<file path="src/rtl/adp_pkg.sv">
// package for the aml data object parser
// shared types, opcode classes, result kinds and parse modes; no dependencies
`default_nettype none

package adp_pkg;

    // aml opcodes
    localparam logic [7:0] OP_ZERO     = 8'h00;
    localparam logic [7:0] OP_ONE      = 8'h01;
    localparam logic [7:0] OP_ONES     = 8'hFF;
    localparam logic [7:0] OP_BYTE     = 8'h0A;
    localparam logic [7:0] OP_WORD     = 8'h0B;
    localparam logic [7:0] OP_DWORD    = 8'h0C;
    localparam logic [7:0] OP_STRING   = 8'h0D;
    localparam logic [7:0] OP_QWORD    = 8'h0E;
    localparam logic [7:0] OP_BUFFER   = 8'h11;
    localparam logic [7:0] OP_EXT      = 8'h5B;
    localparam logic [7:0] OP_REVISION = 8'h30;

    // result kinds
    localparam logic [3:0] KIND_ZERO       = 4'd0;
    localparam logic [3:0] KIND_ONE        = 4'd1;
    localparam logic [3:0] KIND_ONES       = 4'd2;
    localparam logic [3:0] KIND_BYTE       = 4'd3;
    localparam logic [3:0] KIND_REVISION   = 4'd7;
    localparam logic [3:0] KIND_CHAR       = 4'd8;
    localparam logic [3:0] KIND_STR_END    = 4'd9;
    localparam logic [3:0] KIND_BUFFER     = 4'd10;
    localparam logic [3:0] KIND_PREFIX_ERR = 4'd11;
    localparam logic [3:0] KIND_PARSE_ERR  = 4'd12;

    localparam logic [7:0] LIMIT_RESET = 8'd127;

    // class of a byte when read as an opcode
    typedef enum logic [2:0] {
        OPC_ZERO,
        OPC_ONE,
        OPC_ONES,
        OPC_INT,
        OPC_STRING,
        OPC_EXT,
        OPC_BUFFER,
        OPC_UNKNOWN
    } t_op_class;

    typedef enum logic [2:0] {
        MODE_IDLE,
        MODE_INT,
        MODE_STRING,
        MODE_EXT
    } t_parse_mode;

    // one classified item passed from front to back
    typedef struct packed {
        logic [7:0] data;
        t_op_class  op;
        logic [1:0] int_kind;
        logic       is_nul;
        logic       is_revision;
        logic       over_limit;
    } t_cls_item;

endpackage

`default_nettype wire

</file>
<file path="src/rtl/adp_front.sv">
// front end: holds the string character limit and classifies each byte
// depends on adp_pkg
`default_nettype none

module adp_front (
    input  wire logic             i_clk,
    input  wire logic             i_rst_n,
    input  wire logic             i_cfg_wr_en,
    input  wire logic [7:0]       i_cfg_wr_data,
    input  wire logic [7:0]       i_stream_byte,
    output adp_pkg::t_cls_item    o_item
);
    import adp_pkg::*;

    logic [7:0] r_limit;
    t_op_class  op;
    logic [1:0] int_kind;

    always_ff @(posedge i_clk) begin
        if (!i_rst_n) begin
            r_limit <= LIMIT_RESET;
        end else if (i_cfg_wr_en) begin
            r_limit <= i_cfg_wr_data;
        end
    end

    always_comb begin
        int_kind = 2'd0;
        case (i_stream_byte)
            OP_ZERO:   op = OPC_ZERO;
            OP_ONE:    op = OPC_ONE;
            OP_ONES:   op = OPC_ONES;
            OP_BYTE: begin
                op = OPC_INT;
                int_kind = 2'd0;
            end
            OP_WORD: begin
                op = OPC_INT;
                int_kind = 2'd1;
            end
            OP_DWORD: begin
                op = OPC_INT;
                int_kind = 2'd2;
            end
            OP_QWORD: begin
                op = OPC_INT;
                int_kind = 2'd3;
            end
            OP_STRING: op = OPC_STRING;
            OP_EXT:    op = OPC_EXT;
            OP_BUFFER: op = OPC_BUFFER;
            default:   op = OPC_UNKNOWN;
        endcase
    end

    assign o_item.data        = i_stream_byte;
    assign o_item.op          = op;
    assign o_item.int_kind    = int_kind;
    assign o_item.is_nul      = (i_stream_byte == 8'd0);
    assign o_item.is_revision = (i_stream_byte == OP_REVISION);
    assign o_item.over_limit  = (i_stream_byte > r_limit);

endmodule

`default_nettype wire

</file>
<file path="src/rtl/adp_queue.sv">
// two-entry queue of classified items between front and back
// depends on adp_pkg
`default_nettype none

module adp_queue (
    input  wire logic             i_clk,
    input  wire logic             i_rst_n,
    input  wire logic             i_push,
    input  adp_pkg::t_cls_item    i_item,
    output logic                  o_full,
    input  wire logic             i_pop,
    output logic                  o_nonempty,
    output adp_pkg::t_cls_item    o_item
);
    import adp_pkg::*;

    t_cls_item  r_mem [2];
    logic       r_wr_ptr;
    logic       r_rd_ptr;
    logic [1:0] r_count;

    always_ff @(posedge i_clk) begin
        if (i_push) begin
            r_mem[r_wr_ptr] <= i_item;
        end
    end

    always_ff @(posedge i_clk) begin
        if (!i_rst_n) begin
            r_wr_ptr <= 1'b0;
            r_rd_ptr <= 1'b0;
            r_count  <= 2'd0;
        end else begin
            if (i_push) r_wr_ptr <= ~r_wr_ptr;
            if (i_pop)  r_rd_ptr <= ~r_rd_ptr;
            case ({i_push, i_pop})
                2'b10:   r_count <= r_count + 2'd1;
                2'b01:   r_count <= r_count - 2'd1;
                default: r_count <= r_count;
            endcase
        end
    end

    assign o_full     = (r_count == 2'd2);
    assign o_nonempty = (r_count != 2'd0);
    assign o_item     = r_mem[r_rd_ptr];

endmodule

`default_nettype wire

</file>
<file path="src/rtl/adp_back.sv">
// back end: parse state machine, integer assembly and the output register
// depends on adp_pkg
`default_nettype none

module adp_back (
    input  wire logic             i_clk,
    input  wire logic             i_rst_n,
    input  wire logic             i_item_valid,
    input  adp_pkg::t_cls_item    i_item,
    output logic                  o_pop,
    output logic                  o_out_valid,
    input  wire logic             i_out_stall,
    output logic [3:0]            o_object_kind,
    output logic [63:0]           o_object_value,
    output logic                  o_object_done
);
    import adp_pkg::*;

    t_parse_mode r_mode, n_mode;
    logic [3:0]  r_left, n_left;
    logic [2:0]  r_pos, n_pos;
    logic [63:0] r_acc, n_acc;
    logic [1:0]  r_int_kind, n_int_kind;

    logic        r_out_valid;
    logic [3:0]  r_kind;
    logic [63:0] r_value;
    logic        r_done;

    logic        emit;
    logic [3:0]  emit_kind;
    logic [63:0] emit_value;
    logic        emit_done;
    logic [63:0] acc_merged;
    logic [3:0]  left_dec;

    // back can take an item when the output slot is free or draining
    assign o_pop = i_item_valid && (!r_out_valid || !i_out_stall);

    always_comb begin
        for (int k = 0; k < 8; k++) begin
            acc_merged[k*8 +: 8] = r_acc[k*8 +: 8]
                | ((r_pos == 3'(k)) ? i_item.data : 8'd0);
        end
        left_dec = r_left - 4'd1;
    end

    // next state
    always_comb begin
        n_mode     = r_mode;
        n_left     = r_left;
        n_pos      = r_pos;
        n_acc      = r_acc;
        n_int_kind = r_int_kind;
        case (r_mode)
            MODE_INT: begin
                n_acc  = acc_merged;
                n_pos  = r_pos + 3'd1;
                n_left = left_dec;
                if (left_dec == 4'd0) n_mode = MODE_IDLE;
            end
            MODE_STRING: begin
                if (i_item.is_nul || i_item.over_limit) n_mode = MODE_IDLE;
            end
            MODE_EXT: n_mode = MODE_IDLE;
            default: begin
                n_mode = MODE_IDLE;
                case (i_item.op)
                    OPC_INT: begin
                        n_mode     = MODE_INT;
                        n_int_kind = i_item.int_kind;
                        n_left     = 4'd1 << i_item.int_kind;
                        n_pos      = 3'd0;
                        n_acc      = 64'd0;
                    end
                    OPC_STRING: n_mode = MODE_STRING;
                    OPC_EXT:    n_mode = MODE_EXT;
                    default:    n_mode = MODE_IDLE;
                endcase
            end
        endcase
    end

    // result of the current item
    always_comb begin
        emit       = 1'b0;
        emit_kind  = KIND_PREFIX_ERR;
        emit_value = 64'd0;
        emit_done  = 1'b1;
        case (r_mode)
            MODE_INT: begin
                if (left_dec == 4'd0) begin
                    emit       = 1'b1;
                    emit_kind  = KIND_BYTE + {2'b00, r_int_kind};
                    emit_value = acc_merged;
                end
            end
            MODE_STRING: begin
                emit = 1'b1;
                if (i_item.is_nul) begin
                    emit_kind = KIND_STR_END;
                end else if (i_item.over_limit) begin
                    emit_kind = KIND_PARSE_ERR;
                end else begin
                    emit_kind  = KIND_CHAR;
                    emit_value = {56'd0, i_item.data};
                    emit_done  = 1'b0;
                end
            end
            MODE_EXT: begin
                emit      = 1'b1;
                emit_kind = i_item.is_revision ? KIND_REVISION : KIND_PREFIX_ERR;
            end
            default: begin
                case (i_item.op)
                    OPC_ZERO: begin
                        emit      = 1'b1;
                        emit_kind = KIND_ZERO;
                    end
                    OPC_ONE: begin
                        emit      = 1'b1;
                        emit_kind = KIND_ONE;
                    end
                    OPC_ONES: begin
                        emit      = 1'b1;
                        emit_kind = KIND_ONES;
                    end
                    OPC_BUFFER: begin
                        emit      = 1'b1;
                        emit_kind = KIND_BUFFER;
                    end
                    OPC_UNKNOWN: begin
                        emit      = 1'b1;
                        emit_kind = KIND_PREFIX_ERR;
                    end
                    default: emit = 1'b0;
                endcase
            end
        endcase
    end

    always_ff @(posedge i_clk) begin
        if (!i_rst_n) begin
            r_mode      <= MODE_IDLE;
            r_left      <= 4'd0;
            r_pos       <= 3'd0;
            r_acc       <= 64'd0;
            r_int_kind  <= 2'd0;
            r_out_valid <= 1'b0;
        end else begin
            if (o_pop) begin
                r_mode     <= n_mode;
                r_left     <= n_left;
                r_pos      <= n_pos;
                r_acc      <= n_acc;
                r_int_kind <= n_int_kind;
            end
            if (o_pop && emit) begin
                r_out_valid <= 1'b1;
            end else if (!i_out_stall) begin
                r_out_valid <= 1'b0;
            end
        end
    end

    always_ff @(posedge i_clk) begin
        if (o_pop && emit) begin
            r_kind  <= emit_kind;
            r_value <= emit_value;
            r_done  <= emit_done;
        end
    end

    assign o_out_valid    = r_out_valid;
    assign o_object_kind  = r_kind;
    assign o_object_value = r_value;
    assign o_object_done  = r_done;

endmodule

`default_nettype wire

</file>
<file path="src/rtl/aml_data_object_parser.sv">
// top level of the aml data object parser
// depends on adp_pkg, adp_front, adp_queue and adp_back
`default_nettype none

// decodes acpi aml computational data objects from a byte stream, one byte
// per item. zero, one and ones opcodes each give one result; byte, word,
// dword and qword prefixes give one result carrying the little-endian
// integer once its last byte has arrived; the extended prefix gives a
// revision result or a prefix error; a string gives one result per
// character (object_done low) and a string end, or a parse error when a
// character exceeds the configured limit. the buffer opcode is reported only.
// the block sustains one byte per cycle on both sides unless the receiver
// stalls: the front classifies a byte as it is accepted, a two-entry queue
// holds it, and the back state machine consumes one queued item per cycle
// into a single output register. the string character limit resets to 127;
// the user writes it through i_cfg_wr_en / i_cfg_wr_data only while the
// block is idle, which the block itself does not enforce.

module aml_data_object_parser (
    input  wire logic        i_clk,
    input  wire logic        i_rst_n,
    // configuration
    input  wire logic        i_cfg_wr_en,
    input  wire logic [7:0]  i_cfg_wr_data,
    // input items
    input  wire logic        i_in_valid,
    output logic             o_in_stall,
    input  wire logic [7:0]  i_stream_byte,
    // result items
    output logic             o_out_valid,
    input  wire logic        i_out_stall,
    output logic [3:0]       o_object_kind,
    output logic [63:0]      o_object_value,
    output logic             o_object_done
);
    import adp_pkg::*;

    t_cls_item front_item;
    t_cls_item queue_item;
    logic      queue_full;
    logic      queue_nonempty;
    logic      push;
    logic      pop;

    // accept whenever the queue has room
    assign o_in_stall = queue_full;
    assign push       = i_in_valid && !queue_full;

    // classify the byte and hold the character limit
    adp_front u_front (
        .i_clk         (i_clk),
        .i_rst_n       (i_rst_n),
        .i_cfg_wr_en   (i_cfg_wr_en),
        .i_cfg_wr_data (i_cfg_wr_data),
        .i_stream_byte (i_stream_byte),
        .o_item        (front_item)
    );

    // decouples input stall from output stall
    adp_queue u_queue (
        .i_clk      (i_clk),
        .i_rst_n    (i_rst_n),
        .i_push     (push),
        .i_item     (front_item),
        .o_full     (queue_full),
        .i_pop      (pop),
        .o_nonempty (queue_nonempty),
        .o_item     (queue_item)
    );

    // parse state machine and output register
    adp_back u_back (
        .i_clk          (i_clk),
        .i_rst_n        (i_rst_n),
        .i_item_valid   (queue_nonempty),
        .i_item         (queue_item),
        .o_pop          (pop),
        .o_out_valid    (o_out_valid),
        .i_out_stall    (i_out_stall),
        .o_object_kind  (o_object_kind),
        .o_object_value (o_object_value),
        .o_object_done  (o_object_done)
    );

endmodule

`default_nettype wire

</file>
<file path="config.mk">
export PLATFORM = sky130hd
export DESIGN_NAME = aml_data_object_parser
export DESIGN_NICKNAME = d
export VERILOG_FILES = /design/src/rtl/adp_pkg.sv /design/src/rtl/adp_front.sv /design/src/rtl/adp_queue.sv /design/src/rtl/adp_back.sv /design/src/rtl/aml_data_object_parser.sv
export SDC_FILE = /design/constraint.sdc
export NUM_CORES = 1
export LEC_CHECK = 0
export BUFFER_PORTS_ARGS = -buffer_cell sky130_fd_sc_hd__buf_2
export CAP_MARGIN = 0
export CORE_ASPECT_RATIO = 1.4
export CORE_UTILIZATION = 30
export CTS_CLUSTER_SIZE = 14
export DETAILED_ROUTE_END_ITERATION = 10
export HOLD_SLACK_MARGIN = 0.08
export SYNTH_ARGS = -nofsm -noshare
export SYNTH_HDL_FRONTEND = slang
export SYNTH_SLANG_ARGS = --single-unit
</file>
<file path="constraint.sdc">
create_clock -name i_clk -period 4.93 [get_ports i_clk]
set_input_delay 0.2465 -clock i_clk [delete_from_list [all_inputs] [get_ports i_clk]]
set_output_delay 0.2465 -clock i_clk [all_outputs]
set_load 0.02 [all_outputs]
</file>
-- Word-level counts from Yosys, hierarchy flattened
Memories as Yosys holds them, arrays and structs flattened. A register that Yosys moved wholly into a read port is not among the register bits.
Cells that the tools add are included.
- mux-type cells: 41
- reductions and logical operators: 23
- shift-type cells: 1
- bitwise logic cells: 13
- $add $sub $neg: 5
- order comparisons: 1
- equal/unequal tests: 33
- operators with widths (kind ; number):
    $pmux 64 s2 ; 2
    $mux 64 ; 3
    $mux 8 ; 9
    $or 8x8->8 ; 8
    $eq 8x4->1 const B ; 5
    $eq 3x3->1 const B ; 8
    $pmux 3 s7 ; 1
    $eq 3x2->1 const B ; 6
    $mux 4 ; 4
    $pmux 4 s4 ; 1
    $mux 3 ; 4
    $pmux 2 s3 ; 2
    $pmux 4 s3 ; 1
    $eq 3x1->1 const B ; 3
    $mux 1 ; 9
    $pmux 3 s3 ; 1
    $reduce_and 3->1 ; 3
    $eq 8x1->1 const B ; 1
    $eq 8x5->1 const B ; 1
    $eq 8x6->1 const B ; 1
    $eq 8x7->1 const B ; 1
    $eq 8x8->1 const B ; 1
    $gt 8x8->1 ; 1
    $logic_not 8->1 ; 1
    other kinds (24) ; 40
- output and inout bits: 71
- memory bits (writable): 32
- logic and storage cells: 131
- input port bits: 21
- memories kept: 1
- register bits: 158
- memories (memory ; depth ; width ; read ports ; clocked after Yosys merged registers in ; write ports ; RTL line ; RTL):
    u_queue.r_mem ; 2 ; 16 ; 1 ; 1 ; 1 ; adp_queue.sv:17 ; t_cls_item r_mem [2];

-- Longest topological paths before layout
- depth in word-level cells: 6
- depth in mapped cells: 8
- gate-level depth less buffers: 6

-- Hierarchy
Synthesis repeated with hierarchy kept, for this count alone.
- cells, all modules: 759
- area total of the unflattened synthesis: 8325.5 um^2
- by module, submodules not included (module ; cells an instance ; area each (um^2) ; instances):
    adp_back ; 592 ; 6221.0 ; 1
    adp_queue ; 72 ; 1370.1 ; 1
    adp_front ; 94 ; 720.7 ; 1
    aml_data_object_parser ; 1 ; 13.8 ; 1

-- Worst setup path before layout
Ideal clock, no wire load.
- path type: register -> register
- from: register u_back.r_mode[0]
- to: register u_back.r_done (netlist: u_back.o_object_done), enable pin
- arrival time: 4664 ps
- setup time: 519 ps
- cell stages (with the launch flop): 8
- clock period less this slack: 5183 ps
- setup slack: -253 ps
- buffers on the path: 1
- cell sequence: dfxtp_1 -> inv_1 -> ha_1 -> clkbuf_1 -> nand4bb_1 -> nand2_1 -> or3_1 -> a21oi_1
- longest elaborated chain between the ends: 4
- elaborated cells on any way between the ends: 6
- ends and longest elaborated chain (item ; RTL line ; RTL):
    from (decl) ; adp_back.sv:19 ; t_parse_mode r_mode, n_mode;
    from (signal assigned) ; adp_back.sv:152 ; r_mode <= n_mode;
    $eq 3x2->1 ; adp_back.sv:90 ; case (r_mode)
    $reduce_or 2->1 (no line) ; n/a ;
    $pmux 1 s2 (*) ; adp_back.sv:90 ;
    $logic_and 1x1->1 (*) ; adp_back.sv:167 ; if (o_pop && emit) begin
    to (signal assigned) ; adp_back.sv:170 ; r_done <= emit_done;
    to (decl) ; adp_back.sv:28 ; logic r_done;
Every way passes the cells marked *; elsewhere a longest branch is shown, timed or not.
A chain may end at the register's enable or synchronous reset.

==> flow_summary.json <==
{
  "status": "completed",
  "synth_seq_cells": 190,
  "synth_mux_area_frac": 0.02636,
  "cts_resized": 0,
  "syn-num-nets": 819,
  "whs_path_depth": 3,
  "power_mw": 4.770,
  "io_pins": 92,
  "ant_nets": 0,
  "ys_warn_count": 0,
  "cts.sinks": 190,
  "synth-edff-count": 101,
  "slowest_stage": "dfxtp_1",
  "leakage_nw": 3.378,
  "yosys.area_share.simple": 0.1493,
  "ys_async_sr_fraction": 0,
  "grt_max_degree": 64,
  "synth_area_um2": 8163,
  "final_common_cell": "a21oi_1",
  "finalHoldWorstSlack_ns": 0.1324,
  "first_pass_iters": 5,
  "cts_buffer_depth": 2,
  "timing.rr.end": "u_back.o_object_value[45]",
  "crit_family": "flip-flops",
  "grt_pass1_wl_um": 29270,
  "drc_errors": 0,
  "hold_start": "i_out_stall",
  "cpPeakStageDelay_ns": 1.08,
  "clk_pin_slew_ns": 0.07,
  "r2r_cells": 5,
  "yosys.area_share.adder": 0.03372,
  "irDropWorstVdd_mv": 0.1989,
  "overflow": 0,
  "critPathRequiredTime_ns": 5.04,
  "die_area_um2": 27880,
  "io_buffers": 91,
  "ctsHtreeMaxLevel": 4,
  "grt_pass1_vias": 5492,
  "synth_top_family_by_area": "simple AND/OR/NAND/NOR gates",
  "period_needed_ns": 3.253,
  "root_buffer": "clkbuf_16",
  "drv_cap": 0,
  "tns_ns": 0,
  "hpwl_um": 12760,
  "die_h_um": 197.2,
  "synthCells": 776,
  "slew_viol_final": 0,
  "drt_wl_total_um": 18550,
  "drive_gt1_frac": 0.1803,
  "die_w_um": 141.4,
  "hold_violations": 0,
  "crit_fanout": 46,
  "syn_area_per_cell_um2": 10.52,
  "start_util": 0.3043,
  "min-delay-path-class": "in2reg",
  "finalNetCount": 895,
  "slew_headroom": 0.2408,
  "crit_type": "reg2reg",
  "worst_pin_slew_ns": 1.137,
  "startpoint_type": "register",
  "timing.critical_path.buf_inv": 1,
  "antenna_cells": 0,
  "insertion_delay_ns": 0.43,
  "p_per_area_nw_per_um2": 498.4,
  "fmax_mhz": 307.4,
  "fin_skew_ns": 0.01279,
  "setup_viol": 0,
  "layout_common_cells": "138 x a21oi_1, 135 x nor2_1, 101 x edfxtp_1",
  "yosys.area_share.xor_xnor": 0.005365,
  "post_synth_num_cell_types": 63,
  "worst_setup_path_end_kind": "register",
  "rsz0062_at_grt": "false",
  "via_count": 5879,
  "post-cts-setup-buffer-count": 0,
  "reg2reg_slack_ns": 1.68,
  "routed_via_density": 4.780,
  "cts_tree": "yes",
  "area_growth_pct": 17.23,
  "place_inst": 1190,
  "cts_inserted_buffers": 17,
  "worstHoldEndpoint": "u_back.o_out_valid",
  "avgRoutedWirePerCell_um": 15.08,
  "first_iter_violations": 419,
  "finalCritPeriodShare": 0.6599,
  "core_area_um2": 26830,
  "grtUsageTotal": 0.1377,
  "rows": 71,
  "synth_ff_type": "edfxtp_1",
  "cp.arrival_ns": 3.36,
  "n_fill_cell": 2731,
  "yosysSeqAreaShare": 0.5898,
  "antenna_found_initial": 0,
  "synth_compound_area_frac": 0.1468,
  "gp_congestion": 0.8270,
  "final_cells": 1230,
  "path_cells": "mux2_2, a211oi_1, or3_1, a21oi_4, buf_12"
}
[what timing repair did]
action                                  CTS  global route
hold buffers                              8             0
endpoints found under the setup margin    0             0
endpoints found under the hold margin     8             0
[flip-flops by register name, summed over array words and instances (netlist names), named ones only]
register / flops
u_back.o_object_done: 1
u_back.o_object_kind: 4
u_back.o_object_value: 64
u_back.o_out_valid: 1
u_back.r_acc: 64
u_back.r_int_kind: 2
u_back.r_left: 4
u_back.r_mode: 2
u_back.r_pos: 3
u_front.r_limit: 8
u_queue.r_count: 2
u_queue.r_mem: 32
u_queue.r_rd_ptr: 1
u_queue.r_wr_ptr: 1
[report_power, final]
group | internal, mW | leakage [nW] | total (mW) | switching [mW]
sequential | 2.03 | 1.67 | 2.14 | 0.113
clock | 0.821 | 0.286 | 1.41 | 0.593
combinational | 0.344 | 1.42 | 1.21 | 0.868
total | 3.20 | 3.38 | 4.77 | 1.57
[per-layer routing]
layer	track usage	share of wire	wire (um)	up-vias
met2	0.2453	0.52	9659	125
met5	0	0	0	-
met1	0.1576	0.42	7739	2809
met4	0.06213	0.027	499	0
met3	0.02836	0.035	648	26
li1	-	-	-	2919
[synth_stat cells (11+ instances only)]
library cell	n	area, um2
mux2_2	12	135.1
o21ai_0	12	60.06
ha_1	22	275.3
clkbuf_1	16	60.06
edfxtp_1	101	3033
a21oi_1	139	695.7
nand2_1	35	131.4
buf_2	17	85.08
dfxtp_1	89	1782
nor3_1	11	55.05
nor2_1	135	506.7
inv_1	36	135.1
[cells by family after synthesis]
| kind of cell | after synthesis |
|---|---|
| xor gates and xnor gates | 5 |
| muxes | 20 |
| AOI/OAI and AO/OA | 206 |
| DFF | 190 |
| buffers and inverters | 82 |
| and+or+nand+nor | 251 |
| adders and majority gates | 22 |
[how the worst max path moves through the flow]
stage | cells past startpoint | end | startpoint
2_1_floorplan | 6 | u_back.o_object_done | u_back.r_mode[1]
5_1_grt | 5 | u_back.o_object_value[39] | register
6_report | 5 | u_back.o_object_value[45] | register
3_5_place_dp | 5 | u_back.o_object_value[47] | register
3_3_place_gp | 5 | u_back.o_object_value[41] | register
4_1_cts | 5 | u_back.o_object_value[40] | register
[tightest hold or removal path, delay by kind of cell]
| kind | cells | cell delay [ns] |
|---|---|---|
| buffers and inverters | 1 | 0.12 |
| AOI/OAI and AO/OA | 1 | 0.07 |
| and+or+nand+nor | 1 | 0.06 |
[layout make-up]
cell class                 instances  area [um2]  share of cell area
clock inverter                    11       158.9             0.01661
sequential                       190        4815              0.5031
tap                              365       456.7             0.04772
timing repair buffer             103       590.6             0.06172
multi-input combinational        504        2963              0.3096
clock buffer                      21       450.4             0.04707
inverter                          36       135.1             0.01412
[through the flow]
stage                     setup WS (ns)    util  area (um2)
after floorplan                   1.240       -        8167
after global placement            1.728  0.3310        8880
after global routing              1.389  0.3567        9569
after detailed placement          1.668  0.3310        8880
final                             1.677  0.3567        9569
after CTS                         1.629  0.3567        9569
Note: power is estimated with default switching activity, not from simulation.
